--- config.mk ---
export PLATFORM = sky130hd
export DESIGN_NAME = flht_front
export DESIGN_NICKNAME = d
export VERILOG_FILES = /design/src/hdl/flht_pkg.sv /design/src/hdl/flht_front.sv
export SDC_FILE = /design/constraint.sdc
export NUM_CORES = 1
export LEC_CHECK = 0
export BUFFER_PORTS_ARGS = -buffer_cell sky130_fd_sc_hd__buf_4
export CAP_MARGIN = 20
export CORE_MARGIN = 5
export CORE_UTILIZATION = 50
export CTS_CLUSTER_SIZE = 12
export DETAILED_ROUTE_END_ITERATION = 8
export HOLD_SLACK_MARGIN = 0.15
export PLACE_DENSITY = 0.79
export SYNTH_ARGS = -nofsm -noshare
export SYNTH_HDL_FRONTEND = slang
export SYNTH_SLANG_ARGS = --single-unit
--- constraint.sdc ---
create_clock -name i_clk -period 21.7 [get_ports i_clk]
set_clock_uncertainty 0.15 [all_clocks]
set_input_delay 1.085 -clock i_clk [delete_from_list [all_inputs] [get_ports i_clk]]
set_output_delay 1.085 -clock i_clk [all_outputs]
set_load 0.03 [all_outputs]
--- src/hdl/flht_pkg.sv ---
// Shared types and constants for the fingerprint location hash table.
package flht_pkg;

    localparam int          DATA_W     = 32;
    localparam int          CFG_W      = 11;
    localparam logic [31:0] HASH_MUL   = 32'h045d_9f3b;
    localparam int          HASH_SHIFT = 16;

    localparam logic CMD_ADD = 1'b0;
    localparam logic CMD_GET = 1'b1;

    typedef enum logic [2:0] {
        F_IDLE,
        F_MUL1,
        F_MUL2,
        F_DIV,
        F_PUSH
    } t_front_state;

    typedef enum logic [3:0] {
        B_INIT,
        B_IDLE,
        B_HEAD,
        B_KEY,
        B_GET,
        B_SCAN,
        B_APPEND,
        B_NEW,
        B_LINK,
        B_EMIT
    } t_back_state;

    function automatic logic [31:0] fold(input logic [31:0] h);
        return h ^ (h >> HASH_SHIFT);
    endfunction

endpackage

--- src/hdl/flht_front.sv ---
// Front end: takes items, hashes the fingerprint and reduces it to a bucket.
module flht_front
    import flht_pkg::*;
#(
    parameter int BUCKETS = 1024,
    parameter int BW      = 10,
    parameter int NBW     = 11
) (
    input  logic                i_clk,
    input  logic                i_rst_n,
    input  logic                i_cfg_we,
    input  logic [CFG_W-1:0]    i_cfg_data,
    input  logic                i_in_valid,
    output logic                o_in_ready,
    input  logic                i_cmd,
    input  logic [DATA_W-1:0]   i_fingerprint,
    input  logic [DATA_W-1:0]   i_position,
    input  logic                i_init_done,
    output logic                o_push,
    output logic [2*DATA_W+BW:0] o_job,
    input  logic                i_full
);

    localparam logic [NBW-1:0] N_MAX = NBW'(BUCKETS);

    t_front_state       r_state, n_state;
    logic               r_cmd;
    logic [DATA_W-1:0]  r_key;
    logic [DATA_W-1:0]  r_pos;
    logic [31:0]        r_h, n_h;
    logic [NBW-1:0]     r_n;
    logic [NBW-1:0]     r_rem, n_rem;
    logic [4:0]         r_dcnt;
    logic [NBW:0]       rem_sh;
    logic [31:0]        cfg32;
    logic               accept;

    assign accept = i_in_valid && o_in_ready;
    assign cfg32  = 32'(i_cfg_data);
    assign rem_sh = {r_rem, r_h[31]};

    // next state
    always_comb begin
        n_state = r_state;
        case (r_state)
            F_IDLE: if (accept) n_state = F_MUL1;
            F_MUL1: n_state = F_MUL2;
            F_MUL2: n_state = F_DIV;
            F_DIV:  if (r_dcnt == 5'd31) n_state = F_PUSH;
            F_PUSH: if (!i_full) n_state = F_IDLE;
            default: n_state = F_IDLE;
        endcase
    end

    // datapath
    always_comb begin
        n_h   = r_h;
        n_rem = r_rem;
        case (r_state)
            F_IDLE: n_h = i_fingerprint;
            F_MUL1: n_h = fold(r_h) * HASH_MUL;
            F_MUL2: n_h = fold(fold(r_h) * HASH_MUL);
            F_DIV: begin
                // restoring remainder, one quotient bit per cycle
                n_h = r_h << 1;
                if (rem_sh >= {1'b0, r_n}) begin
                    n_rem = NBW'(rem_sh - {1'b0, r_n});
                end else begin
                    n_rem = NBW'(rem_sh);
                end
            end
            default: ;
        endcase
    end

    assign o_in_ready = (r_state == F_IDLE) && i_init_done;
    assign o_push     = (r_state == F_PUSH) && !i_full;
    assign o_job      = {r_cmd, r_key, r_pos, BW'(r_rem)};

    always_ff @(posedge i_clk) begin
        if (!i_rst_n) begin
            r_state <= F_IDLE;
            r_n     <= N_MAX;
        end else begin
            r_state <= n_state;
            if (i_cfg_we) begin
                if (cfg32 == 32'd0) begin
                    r_n <= NBW'(1);
                end else if (cfg32 > BUCKETS) begin
                    r_n <= N_MAX;
                end else begin
                    r_n <= NBW'(i_cfg_data);
                end
            end
        end
    end

    always_ff @(posedge i_clk) begin
        r_h   <= n_h;
        r_rem <= (r_state == F_MUL2) ? '0 : n_rem;
        r_dcnt <= (r_state == F_DIV) ? r_dcnt + 5'd1 : 5'd0;
        if (accept) begin
            r_cmd <= i_cmd;
            r_key <= i_fingerprint;
            r_pos <= i_position;
        end
    end

endmodule

# Word level (Yosys, flattened, before mapping)
# Cells that the tools add are included.
word_totals:
  reg_bits: 127
  input_bits: 82
  out_inout_bits: 77
  elab_cells: 39
op_classes:
  n_addsub: 2
  multipliers: 1
  magnitude_cmp: 2
  n_eq_ne: 8
  muxes: 8
  bitwise: 2
  reduce_logical: 8
ops:
  columns: ["op", "n"]
  rows:
  - ["case mux 32 bit (4 select lines)", 1]
  - ["bitwise XOR 32 x 16 -> 32 bit", 2]
  - ["2-to-1 mux 11 bit", 3]
  - ["zero test 32 bit", 1]
  - ["multiplier 32 x 27 -> 32 bit (second input constant)", 1]
  - ["case mux 3 bit (5 select lines)", 1]
  - [">= comparator 12 x 11 -> 1 bit", 1]
  - ["> comparator 11 bit (second input constant)", 1]
  - ["subtractor 11 bit", 1]
  - ["2-to-1 mux 3 bit", 3]
  - ["equality test 3 x 2 -> 1 bit (second input constant)", 2]
  - ["!= test 2 bit (second input constant)", 3]
  - ["adder 5 x 1 -> 5 bit (second input constant)", 1]
  - ["equality test 5 bit (second input constant)", 1]
  - ["nonzero test 4 bit", 1]
  - ["equality test 3 x 1 -> 1 bit (second input constant)", 1]
  - ["equality test 3 bit (second input constant)", 1]
  - ["logical AND 1 bit", 3]
  - ["zero test 3 bit", 1]
  - ["AND reduction 3 bit", 1]
  - ["zero test 1 bit", 1]

# Logic depth before layout (Yosys ltp)
logic_depth:
  depth_word: 5
  ltp_mapped: 26
  depth_no_buf: 26

# Worst setup path before layout
# Ideal clock, no wire load.
synth_timing:
  kind: "register to register"
  start: "reg r_h[20]"
  end: "reg r_h[13] (data pin)"
  setup_ns: 0.275
  t_arrival_ns: 6.614
  required_time_ns: 21.275
  slack_ns: 14.661
  path_stages_with_launch: 26
  path_buffers: 0
  synth_period_minus_slack_ns: 7.039
  cell_sequence: "edfxtp_1 > xnor2_1 > inv_1 > ha_1 > ha_1 > or2_2 > ha_1 > inv_1 > fa_1 > fa_1 > inv_1 > fa_1 > fa_1 > inv_1 > fa_1 > inv_1 > ha_1 > a21oi_1 > o21ai_0 > a32o_1 > nor3b_4 > o21ai_2 > or4_1 > o2111ai_2 > xor2_1 > o221ai_1"
synth_via:
  elab_chain_len: 4
synth_lines:
  columns: ["element", "line", "rtl"]
  rows:
  - ["from (decl)", "flht_front.sv:30", "logic [31:0] r_h, n_h;"]
  - ["from (signal assigned)", "flht_front.sv:99", "r_h <= n_h;"]
  - ["bitwise XOR 32 x 16 -> 32 bit *", "flht_pkg.sv:34", "return h ^ (h >> HASH_SHIFT);"]
  - ["multiplier 32 x 27 -> 32 bit *", "flht_front.sv:61, flht_front.sv:62", null]
  - ["bitwise XOR 32 x 16 -> 32 bit", "flht_pkg.sv:34", null]
  - ["case mux 32 bit (4 select lines) *", "flht_front.sv:59", "case (r_state)"]
  - ["named net n_h[13]", "flht_front.sv:30", null]
# Mark *: on every way through the listed nets, which the timed path passes. The rest lies on a longest branch.
# A chain may end at the register's enable or synchronous reset.

# Final worst setup path
layout_timing:
  start: "reg r_h[16]"
  end: "reg r_h[22] (data pin)"
# The elaborated chain is that of the path after synthesis.

==> results.py <==
metrics = {
    "clock_tree": {
        "clk_pin_slew_ns": 0.07,
        "cts_tree": "done",
        "cts.sinks": 127,
        "post_cts_buffers": 0,
        "cts_buffers": 17,
        "cts_resized": 0,
        "htreeDepth": 4,
        "holdBufCountCts": 0,
        "clk_latency_ns": 0.42,
        "clockRootBuffer": "clkbuf_16",
        "cts_buffer_depth": 2,
    },
    "yosys": {
        "ys_ff_latch": 127,
        "yosysTopAreaCell": "fa_1",
        "synthTopCellsByCount": "inv_1 (437), fa_1 (203), ha_1 (179)",
        "synth_edf_count": 97,
        "yosysWarnings": 0,
        "seq_area_frac_synth": 0.230,
        "syn_avg_cell_area_um2": 9.98,
        "synthFlopType": "edfxtp_1",
        "synth_top_area_share": 0.266,
        "synthArstFlopShare": 0,
        "syn-num-nets": 1994,
        "yosys.cell_types.count": 71,
        "synthTopCellsByArea": "fa_1 (27%), edfxtp_1 (19%), ha_1 (15%)",
        "syn_inst": 1530,
        "synth_most_common_cell": "inv_1",
        "synth_area_um2": 15300,
    },
    "global_route": {
        "grt_pass1_wl_um": 65400,
        "grt_max_degree": 56,
        "gr-usage-all-layers": 0.252,
        "antenna_found_initial": 0,
        "gr-total-overflow": 0,
        "grt_pass1_vias": 12084,
    },
    "timing": {
        "setup-tns-final_ns": 0,
        "maxSlewViolCount": 0,
        "fmax_mhz": 123,
        "worst_slew_pin_slew_ns": 1.00,
        "hold_viol": 0,
        "rsz0062_at_grt": "no",
        "final-setup-viol-count": 0,
        "period_share": 0.374,
        "whs_ns": 0.316,
        "relSlewSlack": 0.329,
        "post-route-min-period_ns": 8.12,
    },
    "final_layout": {
        "final_util": 0.575,
        "fillers": 2581,
        "nets": 2149,
        "drive_gt1_frac": 0.140,
        "diodes": 0,
        "area_delta_synth_final_pct": 14.3,
        "stdcell_count": 2094,
    },
    "worst_hold_path": {
        "hold_class": "register to register",
        "hold_depth": 2,
    },
    "detailed_routing": {
        "routed_wl_um": 42500,
        "dr_total_vias": 11235,
        "drt-pass1-iter-count": 5,
        "vias_per_cell": 5.37,
        "wire_per_inst_um": 20.3,
        "drt_iter0_drc": 810,
        "antenna_left": 0,
        "drc": 0,
    },
    "placed_design": {
        "dp_cells": 2061,
        "dp_hpwl_um": 36400,
        "gp_congestion": 0.984,
        "io_buffers": 158,
    },
    "worst_setup_path": {
        "required_ns": 21.84,
        "cp.arrival_ns": 8.26,
        "ff2ff_path_depth": 25,
        "path_buf_inv": 5,
        "crit_family": "adder cells",
        "path_class": "register to register",
        "crit_fanout": 9,
        "cpMaxStageDelayCell": "xnor2_1",
        "path_depth": 25,
        "setup.worst_path.end_class": "register",
        "slowest_delay_ns": 0.63,
        "cp-start-kind": "register",
    },
    "floorplan": {
        "dieArea_um2": 34100,
        "initial_core_util": 0.503,
        "die_w_um": 185,
        "die_y_um": 185,
        "ios": 159,
        "core_um2": 30300,
        "rows": 64,
    },
    "job": {
        "maxCapViolCount": 0,
    },
    "status": {
        "status": "complete, no violations",
    },
}
==> cells by family after synthesis <==
family / synth area share
buf+inv: 0.119
fa+ha+maj: 0.414
mux: 0.0173
compound gates: 0.0848
xor+xnor: 0.0721
flops: 0.230
simple gates: 0.0626
==> placed cells by master (no fill, tap or decap), types with 5 or more instances in the layout <==
cell / synthesis / final
and2_1: 8 / 8
mux2i_1: 14 / 14
or2_2: 7 / 7
o221ai_1: 5 / 5
dfxtp_1: 30 / 30
xor2_1: 47 / 47
clkbuf_16: 0 / 17
nor2_1: 52 / 52
nand4_1: 6 / 6
xnor2_1: 73 / 73
inv_1: 437 / 436
nor2b_1: 7 / 7
a21oi_1: 59 / 59
buf_4: 12 / 171
o22ai_1: 19 / 19
o21bai_1: 5 / 5
nand2_1: 71 / 71
a21o_1: 18 / 18
and3_1: 9 / 9
edfxtp_1: 97 / 97
nor4_1: 5 / 5
ha_1: 179 / 179
fa_1: 203 / 203
clkinv_4: 0 / 5
a31oi_1: 5 / 5
nor3_1: 13 / 13
mux2_2: 11 / 11
nand3_1: 7 / 7
o21ai_0: 34 / 34
==> final cells by class <==
cell class / count / area, µm² / share of cell area
Sequential cell: 127 / 3510 / 0.201
Tap cell: 396 / 495 / 0.0284
Multi-Input combinational cell: 930 / 9930 / 0.569
Timing Repair Buffer: 171 / 1280 / 0.0736
Clock inverter: 15 / 149 / 0.00854
Inverter: 438 / 1640 / 0.0943
Clock buffer: 17 / 425 / 0.0244
==> worst reg2reg max path, delay by kind of cell (launching register included) <==
| kind | cells | cell delay, ns |
|---|---|---|
| adders and majority gates | 9 | 3.75 |
| DFF | 1 | 0.57 |
| xor gates and xnor gates | 2 | 1.25 |
| AOI/OAI and AO/OA | 3 | 0.60 |
| muxes | 1 | 0.19 |
| and+or+nand+nor | 5 | 0.87 |
| buffers and inverters | 5 | 0.60 |
==> routing by layer <==
metal  vias up  global-route usage  routed length [µm]
li1       5137                   -                   -
met1      5565               0.324               16800
met2       431               0.417               20800
met3       102              0.0531                2980
met4         0               0.104                1970
met5         -                   0                   0
==> stage by stage <==
step	worst slack [ns]	area, µm²
floorplan	14.66	15300
global placement	13.75	16900
detailed placement	13.66	16900
CTS	13.64	17400
global route	13.22	17400
finish	13.58	17400
==> worst paths after layout <==
path                            startpoint         to  slack, ns
worst max-delay path               r_h[16]    r_h[22]      13.58
worst min-delay path             r_rem[10]  r_rem[10]       0.32
worst max register to register     r_h[16]    r_h[22]      13.58
worst min register to register   r_rem[10]  r_rem[10]       0.32
==> sequential cells by signal, summed over array words and instances (netlist names) <==
signal / flops
r_h: 32
r_key: 32
r_pos: 32
r_n: 11
r_rem: 11
r_dcnt: 5
r_state: 3
r_cmd: 1
Power is left out: the tool's default activity adds up to more than one toggle a clock period on the data nets, which glitch-free logic cannot reach.
