`src/hdl/flht_fifo.sv`:
```
// Two-entry queue between the hashing front end and the table engine.
module flht_fifo #(
    parameter int W = 75
) (
    input  logic         i_clk,
    input  logic         i_rst_n,
    input  logic         i_push,
    input  logic [W-1:0] i_data,
    output logic         o_full,
    input  logic         i_pop,
    output logic         o_valid,
    output logic [W-1:0] o_data
);

    logic [W-1:0] r_mem [2];
    logic         r_wp;
    logic         r_rp;
    logic [1:0]   r_cnt;

    always_ff @(posedge i_clk) begin
        if (i_push) begin
            r_mem[r_wp] <= i_data;
        end
    end

    always_ff @(posedge i_clk) begin
        if (!i_rst_n) begin
            r_wp  <= 1'b0;
            r_rp  <= 1'b0;
            r_cnt <= 2'd0;
        end else begin
            if (i_push) begin
                r_wp <= ~r_wp;
            end
            if (i_pop) begin
                r_rp <= ~r_rp;
            end
            r_cnt <= r_cnt + 2'(i_push) - 2'(i_pop);
        end
    end

    assign o_full  = (r_cnt == 2'd2);
    assign o_valid = (r_cnt != 2'd0);
    assign o_data  = r_mem[r_rp];

endmodule

```
`config.mk`:
```
export PLATFORM = sky130hd
export DESIGN_NAME = flht_fifo
export DESIGN_NICKNAME = d
export VERILOG_FILES = /design/src/hdl/flht_fifo.sv
export SDC_FILE = /design/constraint.sdc
export NUM_CORES = 1
export LEC_CHECK = 0
export ABC_AREA = 1
export BUFFER_PORTS_ARGS = -buffer_cell sky130_fd_sc_hd__buf_4
export CAP_MARGIN = 20
export CORE_MARGIN = 5
export CORE_UTILIZATION = 35
export DETAILED_ROUTE_END_ITERATION = 7
export PLACE_DENSITY = 0.69
export SETUP_SLACK_MARGIN = 0.2
export SLEW_MARGIN = 20
export SYNTH_ARGS = -nofsm -noshare
export SYNTH_HDL_FRONTEND = slang
export SYNTH_SLANG_ARGS = --single-unit
```
`constraint.sdc`:
```
create_clock -name i_clk -period 4.3 [get_ports i_clk]
set_input_delay 0.215 -clock i_clk [delete_from_list [all_inputs] [get_ports i_clk]]
set_output_delay 0.215 -clock i_clk [all_outputs]
set_load 0.01 [all_outputs]
```
# After elaboration in Yosys (flattened, before gate mapping)
# Memory sizes are Yosys's and may differ from the RTL's. A register that Yosys moved wholly into a read port is not among the register bits.
# Index checks and enable logic that the tools add are counted.
# totals
latchBits	0
output_inout_bits	77
mem_count	1
rom_bits	0
inputBits	79
ramBits	150
register_bits	4
# classes
n_addsub	2
n_mul	0
order_cmp	0
n_bitwise	2
reduce_logical	1
div	0
n_mux	4
shifts	0
eq_ne	1
# memory_table
memory	depth	word_bits	read_ports	rd_ports_with_merged_regs	write_ports	line_no	rtl
r_mem	2	75	1	1	1	15	logic [W-1:0] r_mem [2];
# ops
cell	count
$mux W1	4
$add A2 B1 Y2	1
$eq A2 B2 Y1 const B	1
$not A1 Y1	2
$reduce_bool A2 Y1	1
$sub A2 B1 Y2	1

# Depth between registers and ports, before layout
# Gate-level depths: netlist of run 1.
# depth
word_depth	3
mapped_depth	9
depth_no_buf	9

# Worst setup path after synthesis of run 1
# OpenSTA, ideal clock, no wires.
# synth_path
path_type	reg2reg
startpoint	register r_wp
endpoint	memory r_mem[0][0], enable pin
slack_ns	0.342
t_required_ns	3.789
period_less_slack_ns	3.958
setup_time_ns	0.511
n_path_buf	0
t_arrival_ns	3.448
stages_incl_launch_ff	2
cell_sequence	dfxtp_1 -> nor2_1
# synth_lines
item	line_no	rtl
start: declaration	16	logic r_wp;
start signal: assignment	33	r_wp <= ~r_wp;
end: declaration	15	
# Straight into the memory's write port.

==> impl_metrics.env, run 1 <==
export IMPL_status="completed"
export IMPL_final_cell_mix="157 x buf_4, 150 x edfxtp_1, 76 x dlygate4sd3_1"
export IMPL_synth_warnings=0
export IMPL_fin_nets=592
export IMPL_multi_input_area_mm2=0.00114
export IMPL_ff_latch_area_mm2=0.00461
export IMPL_power_switching_share=0.217
export IMPL_fillCellCount=1332
export IMPL_setup_slack_ps=1720
export IMPL_synth_top_area_share=0.771
export IMPL_final_core_util=0.521
export IMPL_grt_pass1_wl_mm=18.5
export IMPL_worstMarginPinSlew_ps=984
export IMPL_cts_buffers=17
export IMPL_syn_to_final_growth_pct=47.0
export IMPL_p_comb_frac=0.120
export IMPL_port_buffers=155
export IMPL_grt_max_degree=57
export IMPL_syn_inst=266
export IMPL_post_route_period_util=0.600
export IMPL_wl_per_cell_um=15.6
export IMPL_die_y_um=139
export IMPL_maxSlewHeadroom=0.344
export IMPL_clock_tree_buffer_depth=2
export IMPL_clkPwrFrac=0.392
export IMPL_crit_buf_inv=2
export IMPL_cp_depth=3
export IMPL_wirelength_mm=11.6
export IMPL_core_area_mm2=0.0165
export IMPL_layout_commonest_cell="buf_4"
export IMPL_num_io_pins=156
export IMPL_ys_types=12
export IMPL_r2r_start="r_wp$_SDFFE_PN0P_"
export IMPL_reg2reg_slack_ps=2250
export IMPL_place_hpwl_mm=7.44
export IMPL_clk_latency_ps=410
export IMPL_period_minus_slack_ps=2580
export IMPL_cap_violations=0
export IMPL_power_frac_seq=0.488
export IMPL_hold_violations=0
export IMPL_ys_ff_latch=155
export IMPL_h_tree_depth=4
export IMPL_first_global_vias=3711
export IMPL_ys_seq_area_frac=0.789
export IMPL_critical_path_max_stage_delay_ps=940
export IMPL_drt_iter0_markers=124
export IMPL_rsz0062_at_grt="false"
export IMPL_postRouteAntennaNets=0
export IMPL_vias=3204
export IMPL_min_from="i_pop"
export IMPL_netlist_area_mm2=0.00584
export IMPL_initial_utilization=0.355
export IMPL_drc=0
export IMPL_diodes=0
export IMPL_synth_area_leader_cell="edfxtp_1"
export IMPL_p_sw_w=0.000796
export IMPL_grt_total_usage=0.122
export IMPL_drv_slew=0
export IMPL_cp_start_kind="flop"
export IMPL_crit_chain="buf_4 > mux2_2 > buf_4"
export IMPL_timing_rr_end="r_mem[1][40]$_DFFE_PP_"
export IMPL_whs_ps=64.4
export IMPL_cts_root_buf="clkbuf_16"
export IMPL_cts_tree="yes"
export IMPL_setup_violations=0
export IMPL_max_freq_mhz=388
export IMPL_final_setup_tns_ps=0
export IMPL_path_class="reg -> out"
export IMPL_finalClockSkew_ps=5.96
export IMPL_drive_gt1_frac=0.506
export IMPL_internal_power_w=0.00287
export IMPL_die_w_um=139
export IMPL_synth_nets=347
export IMPL_reg2regPathDepth=3
export IMPL_place_congestion=0.709
export IMPL_die_area_mm2=0.0194
export IMPL_overflow=0
export IMPL_crit_arrival_ps=2360
export IMPL_path_clk_slew_ps=60
export IMPL_antenna_found_initial=1
export IMPL_crit_required_ps=4090
export IMPL_via_per_inst=4.31
export IMPL_hold_path_class="in -> reg"
export IMPL_drt_first_pass_iters=4
export IMPL_setup_worst_path_end_class="primary output"
export IMPL_cellPowerDensity_mw_per_mm2=427
export IMPL_slowest_stage="dfxtp_4"
export IMPL_fp_row_count=47
export IMPL_clock_sinks=155
export IMPL_cpLargestDelayFamily="flip-flops"
export IMPL_post_cts_resized=0
export IMPL_ir_drop_mv=0.232
export IMPL_pre_cts_ws_ps=2050
export IMPL_min_delay_path_depth=3
export IMPL_critPathMaxFanout=56
export IMPL_crit_top_cell="buf_4"
export IMPL_synthTopCellsByArea="edfxtp_1 77%, mux2_4 13%, mux2_2 4.8%, dfxtp_1 1.7%, buf_6 1.2%"
export IMPL_p_leak_nw=3.36
export IMPL_syn_avg_cell_area_um2=22.0
repair_timing:
action	4_1_cts	5_1_grt
endpoints found under the hold margin	151	0
endpoints found under the setup margin	0	0
hold buffers	76	0
buffers inserted	0	0
power by group through the flow:
stage	combinational [W]	clock (W)	sequential, W
floorplan	0.000208	0	0.00180
global placement	0.000379	0	0.00182
detailed placement	0.000387	0	0.00182
CTS	0.000445	0.00148	0.00179
global route	0.000473	0.00155	0.00180
finish	0.000440	0.00144	0.00179
worst max path at each step:
stage / startpoint / slack, ps / endpoint
floorplan: r_wp$_SDFFE_PN0P_ / 340 / r_mem[0][0]$_DFFE_PP_
global placement: flop / 2090 / o_data[8]
detailed placement: flop / 2050 / o_data[8]
CTS: flop / 1590 / o_data[8]
global route: flop / 1500 / o_data[8]
finish: flop / 1720 / o_data[4]
worst min-delay path: stages:
cell	delay, ps
buf_4	100
nor2_1	50
nor2_1	80
state kept, by name (all words and copies together), names as in the netlist, named ones only:
signal	flops
r_rp	1
r_cnt	2
r_mem	150
r_wp	1
kinds of logic after synthesis:
| group | after synthesis | share of synthesized area |
|---|---|---|
| DFF | 155 | 0.789 |
| AOI/OAI and AO/OA | 1 | 0.000856 |
| and+or+nand+nor | 18 | 0.0118 |
| muxes | 75 | 0.177 |
| buffers and inverters | 15 | 0.0178 |
| adders and majority gates | 2 | 0.00428 |
per-layer routing:
metal	up-vias	part of all wire	wire length (µm)	global-route usage
li1	1523	-	-	-
met1	1565	0.43	4940	0.144
met2	105	0.50	5810	0.204
met3	9	0.064	741	0.0500
met4	2	0.0077	89	0.0396
met5	-	0.0011	13	0
cells in the mapped netlist:
| cell | n |
|---|---|
| edfxtp_1 | 150 |
| mux2_4 | 50 |
| mux2_2 | 25 |
| nand2_1 | 9 |
| nor2_1 | 8 |
| inv_1 | 7 |
| buf_6 | 6 |
| dfxtp_1 | 5 |
| buf_2 | 2 |
| ha_1 | 2 |
| a21oi_1 | 1 |
| nand3_1 | 1 |
final cells by class:
type / count / share of cell area
Clock inverter: 15 / 0.0173
Multi-Input combinational cell: 96 / 0.133
Tap cell: 220 / 0.0321
Clock buffer: 17 / 0.0496
Sequential cell: 155 / 0.537
Inverter: 7 / 0.00321
Timing Repair Buffer: 234 / 0.228
per-stage QoR:
stage | area (µm²) | instances | power (W)
3_3_place_gp | 7250 | 636 | 0.00220
6_report | 8580 | 744 | 0.00366
2_1_floorplan | 5840 | 266 | 0.00201
5_1_grt | 8580 | 744 | 0.00382
3_5_place_dp | 7250 | 636 | 0.00221
4_1_cts | 8580 | 744 | 0.00372
(Power assumes the default switching activity.)
==> run 2: changes to the inputs <==
--- a/config.mk
+++ b/config.mk
@@ -11,7 +11,7 @@
 export CORE_MARGIN = 5
 export CORE_UTILIZATION = 35
 export DETAILED_ROUTE_END_ITERATION = 7
-export PLACE_DENSITY = 0.69
+export PLACE_DENSITY = 0.71
 export SETUP_SLACK_MARGIN = 0.2
 export SLEW_MARGIN = 20
 export SYNTH_ARGS = -nofsm -noshare
==> constraint.sdc (replaced) <==
create_clock -name i_clk -period 2.3 [get_ports i_clk]
set_input_delay 0.115 -clock i_clk [delete_from_list [all_inputs] [get_ports i_clk]]
set_output_delay 0.115 -clock i_clk [all_outputs]
set_load 0.01 [all_outputs]
==> run 2 against run 1 <==
Setup slack got worse by 1200 ps. Highest routed layer is now met4. Total power increased by 89%. Clock skew increased by 1.1 ps. Critical path depth unchanged. Non-clock buffer count increased by 5. Design area increased by 1.2%. Clock power increased by 90%. Count of clock-buffer cells in the layout increased by 2.
==> impl_metrics.env, run 2 (same netlist as run 1, synthesis figures left out) <==
export IMPL_reg2reg_slack_ps=890
export IMPL_antenna_found_initial=0
export IMPL_p_leak_nw=3.41
export IMPL_drv_slew=0
export IMPL_top_usage_layer="met2"
export IMPL_fillCellCount=1317
export IMPL_post_route_period_util=0.753
export IMPL_postRouteAntennaNets=0
export IMPL_grt_total_usage=0.123
export IMPL_path_class="reg -> out"
export IMPL_path_clk_slew_ps=60
export IMPL_p_comb_frac=0.126
export IMPL_final_setup_tns_ps=0
export IMPL_min_to="r_mem[0][6]$_DFFE_PP_"
export IMPL_final_core_util=0.528
export IMPL_finalClockSkew_ps=7.11
export IMPL_fp_row_count=47
export IMPL_grtUsageMet1=0.137
export IMPL_cp_start_kind="flop"
export IMPL_power_switching_share=0.209
export IMPL_cpLargestDelayFamily="buffers and inverters"
export IMPL_die_area_mm2=0.0194
export IMPL_fin_nets=597
export IMPL_vias=3249
export IMPL_drive_gt1_frac=0.505
export IMPL_layout_commonest_cell="buf_4"
export IMPL_r2r_start="r_wp$_SDFFE_PN0P_"
export IMPL_setup_slack_ps=568
export IMPL_cts_tree="yes"
export IMPL_crit_chain="buf_12 > mux2_2 > buf_4"
export IMPL_cts_buffers=17
export IMPL_grt_max_degree=76
export IMPL_via_per_inst=4.34
export IMPL_grt_pass1_wl_mm=18.6
export IMPL_final_cell_mix="156 x buf_4, 150 x edfxtp_1, 78 x dlygate4sd3_1"
export IMPL_wl_per_cell_um=16.0
export IMPL_power_frac_seq=0.477
export IMPL_gr_usage_met3=0.0417
export IMPL_setup_violations=0
export IMPL_crit_required_ps=2180
export IMPL_ir_drop_mv=0.452
export IMPL_drt_iter0_markers=149
export IMPL_maxSlewHeadroom=0.709
export IMPL_ff_latch_area_mm2=0.00461
export IMPL_hold_violations=0
export IMPL_place_congestion=0.691
export IMPL_power_w=0.00693
export IMPL_drc=0
export IMPL_drt_first_pass_iters=4
export IMPL_min_delay_path_depth=2
export IMPL_crit_arrival_ps=1620
export IMPL_rsz0062_at_grt="false"
export IMPL_clk_latency_ps=410
export IMPL_critPathMaxFanout=45
export IMPL_p_sw_w=0.00145
export IMPL_worstMarginPinSlew_ps=437
export IMPL_syn_to_final_growth_pct=48.8
export IMPL_die_y_um=139
export IMPL_num_io_pins=156
export IMPL_timing_rr_end="r_mem[1][4]$_DFFE_PP_"
export IMPL_core_area_mm2=0.0165
export IMPL_first_global_vias=3560
export IMPL_cellPowerDensity_mw_per_mm2=797
export IMPL_wirelength_mm=12.0
export IMPL_port_buffers=155
export IMPL_place_hpwl_mm=7.36
export IMPL_min_from="i_data[6]"
export IMPL_period_minus_slack_ps=1730
export IMPL_clock_tree_buffer_depth=2
export IMPL_reg2regPathDepth=3
export IMPL_die_w_um=139
export IMPL_pre_cts_ws_ps=881
export IMPL_overflow=0
export IMPL_internal_power_w=0.00548
export IMPL_clkPwrFrac=0.396
export IMPL_top_register="r_mem"
export IMPL_clock_sinks=155
export IMPL_hold_path_class="in -> reg"
export IMPL_cts_root_buf="clkbuf_16"
export IMPL_cap_violations=0
export IMPL_h_tree_depth=4
export IMPL_met2_usage=0.217
export IMPL_crit_buf_inv=2
export IMPL_status="completed"
export IMPL_setup_worst_path_end_class="primary output"
export IMPL_max_freq_mhz=577
export IMPL_initial_utilization=0.355
export IMPL_post_cts_resized=0
export IMPL_post_cts_buffers=0
export IMPL_reg_largest_list="r_mem: 150 flops, r_cnt: 2 flops"
export IMPL_multi_input_area_mm2=0.00114
export IMPL_slowest_stage="mux2_2"
export IMPL_critical_path_max_stage_delay_ps=380
export IMPL_largest_reg_flops=150
export IMPL_diodes=0
==> run 2: area by class of cell <==
| class | count | area share |
|---|---|---|
| inverter | 7 | 0.00346 |
| sequential | 155 | 0.530 |
| clock inverter | 13 | 0.0173 |
| timing repair buffer | 239 | 0.236 |
| multi-input combinational | 96 | 0.131 |
| tap | 220 | 0.0317 |
| clock buffer | 19 | 0.0498 |
==> run 2: power groups by stage <==
stage | Combinational [W] | Sequential (W) | Clock (W)
floorplan | 0.000391 | 0.00336 | 0
global placement | 0.000767 | 0.00336 | 0
detailed placement | 0.000781 | 0.00337 | 0
CTS | 0.000891 | 0.00331 | 0.00282
global route | 0.000942 | 0.00332 | 0.00295
finish | 0.000876 | 0.00331 | 0.00274
==> run 2: how the worst max path moves through the flow <==
stage	from	endpoint	slack, ps	depth (start not counted)
after floorplan	r_wp$_SDFFE_PN0P_	r_mem[1][0]$_DFFE_PP_	370	2
after global placement	r_wp$_SDFFE_PN0P_	r_mem[1][37]$_DFFE_PP_	930	3
after detailed placement	r_wp$_SDFFE_PN0P_	r_mem[1][43]$_DFFE_PP_	880	3
after CTS	flop	o_data[74]	520	3
after global routing	flop	o_data[74]	490	3
final	flop	o_data[10]	570	3
==> run 2: metal layers <==
metal / share of wire / up-vias / routed length [µm]
met5: 0 / - / 0
met4: 0.014 / 0 / 167
met3: 0.060 / 13 / 722
met2: 0.53 / 109 / 6370
met1: 0.39 / 1592 / 4730
li1: - / 1535 / -
==> run 2: worst reg2reg max path, stage by stage (launching register included) <==
cell and delay, ps:
dfxtp_1 380, nand2_1 120, clkinvlp_4 260, buf_4 320
==> run 2: timing repair <==
action                                  in CTS  in global routing
hold buffers                                78                  0
endpoints found under the hold margin      155                  0
endpoints found under the setup margin       0                  0
==> run 2: metrics by stage <==
step | hold slack [ps] | std cells | instance area (µm²)
floorplan | 208 | 266 | 5850
CTS | 408 | 749 | 8690
detailed placement | 303 | 639 | 7320
global placement | 301 | 639 | 7320
finish | 429 | 749 | 8690
global route | 415 | 749 | 8690
==> run 3: changes to the inputs <==
==> constraint.sdc (replaced) <==
create_clock -name i_clk -period 1.45 [get_ports i_clk]
set_input_delay 0.0725 -clock i_clk [delete_from_list [all_inputs] [get_ports i_clk]]
set_output_delay 0.0725 -clock i_clk [all_outputs]
set_load 0.01 [all_outputs]
==> run 3 against run 2 <==
The run now ends with negative setup slack left. First-iteration DRC count fell by 19%. Combinational power is 110% higher. Cell count is 2.0% higher. Setup slack got worse by 760 ps. Core utilization increased by 4.4 points. Count of clock-buffer cells in the layout stayed put. Die area unchanged. Critical path depth increased by 1. Sequential share of layout area is 4.0 points lower. Clock skew up 3.7 ps. Sequential power is 59% higher. Total power up 60%. Critical path type unchanged. Largest power group unchanged. Highest routed layer unchanged.
==> impl_metrics.env, run 3 (same netlist as run 1, synthesis figures left out) <==
export IMPL_die_y_um=139
export IMPL_drt_iter0_markers=120
export IMPL_power_w=0.0111
export IMPL_crit_chain="buf_12 > clkbuf_16 > mux2_4 > buf_6"
export IMPL_die_w_um=139
export IMPL_crit_required_ps=1380
export IMPL_overflow=0
export IMPL_drive_gt1_frac=0.539
export IMPL_final_core_util=0.571
export IMPL_crit_arrival_ps=1570
export IMPL_postRouteAntennaNets=0
export IMPL_final_cells=764
export IMPL_cap_violations=0
export IMPL_first_global_vias=3755
export IMPL_h_tree_depth=4
export IMPL_pre_cts_ws_ps=143
export IMPL_clock_sinks=155
export IMPL_cts_tree="yes"
export IMPL_slowest_stage="dfxtp_4"
export IMPL_wirelength_mm=13.4
export IMPL_maxSlewHeadroom=0.802
export IMPL_cp_start_kind="flop"
export IMPL_final_cell_mix="150 x edfxtp_1, 82 x buf_4, 78 x dlygate4sd3_1"
export IMPL_placedCellCount=641
export IMPL_drc=0
export IMPL_violations="negative setup slack"
export IMPL_ir_drop_mv=0.770
export IMPL_p_leak_nw=3.73
export IMPL_grt_pass1_wl_mm=20.0
export IMPL_antenna_found_initial=0
export IMPL_status="complete, but fails checks"
export IMPL_path_class="reg -> out"
export IMPL_setup_violations=75
export IMPL_post_route_period_util=1.13
export IMPL_critical_path_max_stage_delay_ps=390
export IMPL_cellPowerDensity_mw_per_mm2=1180
export IMPL_place_congestion=0.734
export IMPL_initial_utilization=0.355
export IMPL_drv_slew=0
export IMPL_grt_max_degree=47
export IMPL_max_freq_mhz=609
export IMPL_syn_to_final_growth_pct=61.1
export IMPL_drt_first_pass_iters=4
export IMPL_setup_worst_path_end_class="primary output"
export IMPL_reg_largest_list="r_mem: 150 flops, r_cnt: 2 flops"
export IMPL_clk_latency_ps=410
export IMPL_hold_violations=0
export IMPL_place_area_mm2=0.00735
export IMPL_hold_path_class="in -> reg"
export IMPL_place_hpwl_mm=7.40
export IMPL_top_register="r_mem"
export IMPL_via_per_inst=4.42
export IMPL_num_io_pins=156
export IMPL_fin_nets=612
export IMPL_grt_total_usage=0.135
export IMPL_die_area_mm2=0.0194
export IMPL_layout_commonest_cell="edfxtp_1"
export IMPL_final_area_mm2=0.00941
export IMPL_port_buffers=155
export IMPL_vias=3375
export IMPL_largest_reg_flops=150
export IMPL_clock_tree_buffer_depth=2
export IMPL_cts_buffers=17
export IMPL_path_clk_slew_ps=60
export IMPL_cts_root_buf="clkbuf_16"
export IMPL_fp_row_count=47
export IMPL_setup_slack_ps=-192
export IMPL_rsz0062_at_grt="true"
export IMPL_diodes=0
export IMPL_period_minus_slack_ps=1640
export IMPL_worstMarginPinSlew_ps=297
export IMPL_core_area_mm2=0.0165
export IMPL_finalClockSkew_ps=10.9
export IMPL_wl_per_cell_um=17.6
export IMPL_critPathMaxFanout=6
[run 3: final timing paths]
path                                     startpoint                endpoint  slack, ps  depth (start not counted)
worst max register to register  r_cnt[0]$_SDFF_PN0_     r_cnt[1]$_SDFF_PN0_        220                          8
worst min-delay path                     i_data[18]  r_mem[0][18]$_DFFE_PP_        390                          2
worst min register to register    r_wp$_SDFFE_PN0P_       r_wp$_SDFFE_PN0P_        520                          2
worst max-delay path                           flop              o_data[45]       -190                          4
[run 3: what timing repair did]
action | CTS | global route
setup endpoints to repair | 144 | 90
pin swaps | 2 | 3
endpoints found under the hold margin | 155 | 0
hold buffers | 78 | 0
resized for setup | 72 | 50
gates cloned | 5 | 4
setup buffers | 4 | 0
[run 3: cell type report]
class	count	area, µm²
fillers	1233	7060
inverters	7	30.0
clock inverters	13	103
well taps	220	275
flip-flops and latches	155	4610
clock buffers	19	433
multi-input cells	96	1280
repair buffers	254	2680
[run 3: power breakdown]
part	switching, W	total (W)	leakage, nW	internal, W
Sequential	0.0000708	0.00526	1.45	0.00519
Combinational	0.000694	0.00181	2.03	0.00112
Clock	0.00168	0.00401	0.249	0.00233
[run 3: stage by stage]
step | TNS (ps) | hold WS [ps]
CTS | -14940 | 360
finish | -11410 | 385
global route | -15740 | 368
global placement | 0 | 258
floorplan | -61950 | 166
detailed placement | 0 | 260
[run 3: critical path: cells and delay by family, from the launching register on]
| kind | cells | cell delay [ps] |
|---|---|---|
| buffers and inverters | 3 | 470 |
| DFF | 1 | 390 |
| muxes | 1 | 300 |
[run 3: routing by layer]
| layer | part of all wire | GRT usage |
|---|---|---|
| met1 | 0.40 | 0.155 |
| met2 | 0.53 | 0.233 |
| met3 | 0.064 | 0.0538 |
| met4 | 0.012 | 0.0412 |
| met5 | 0 | 0 |
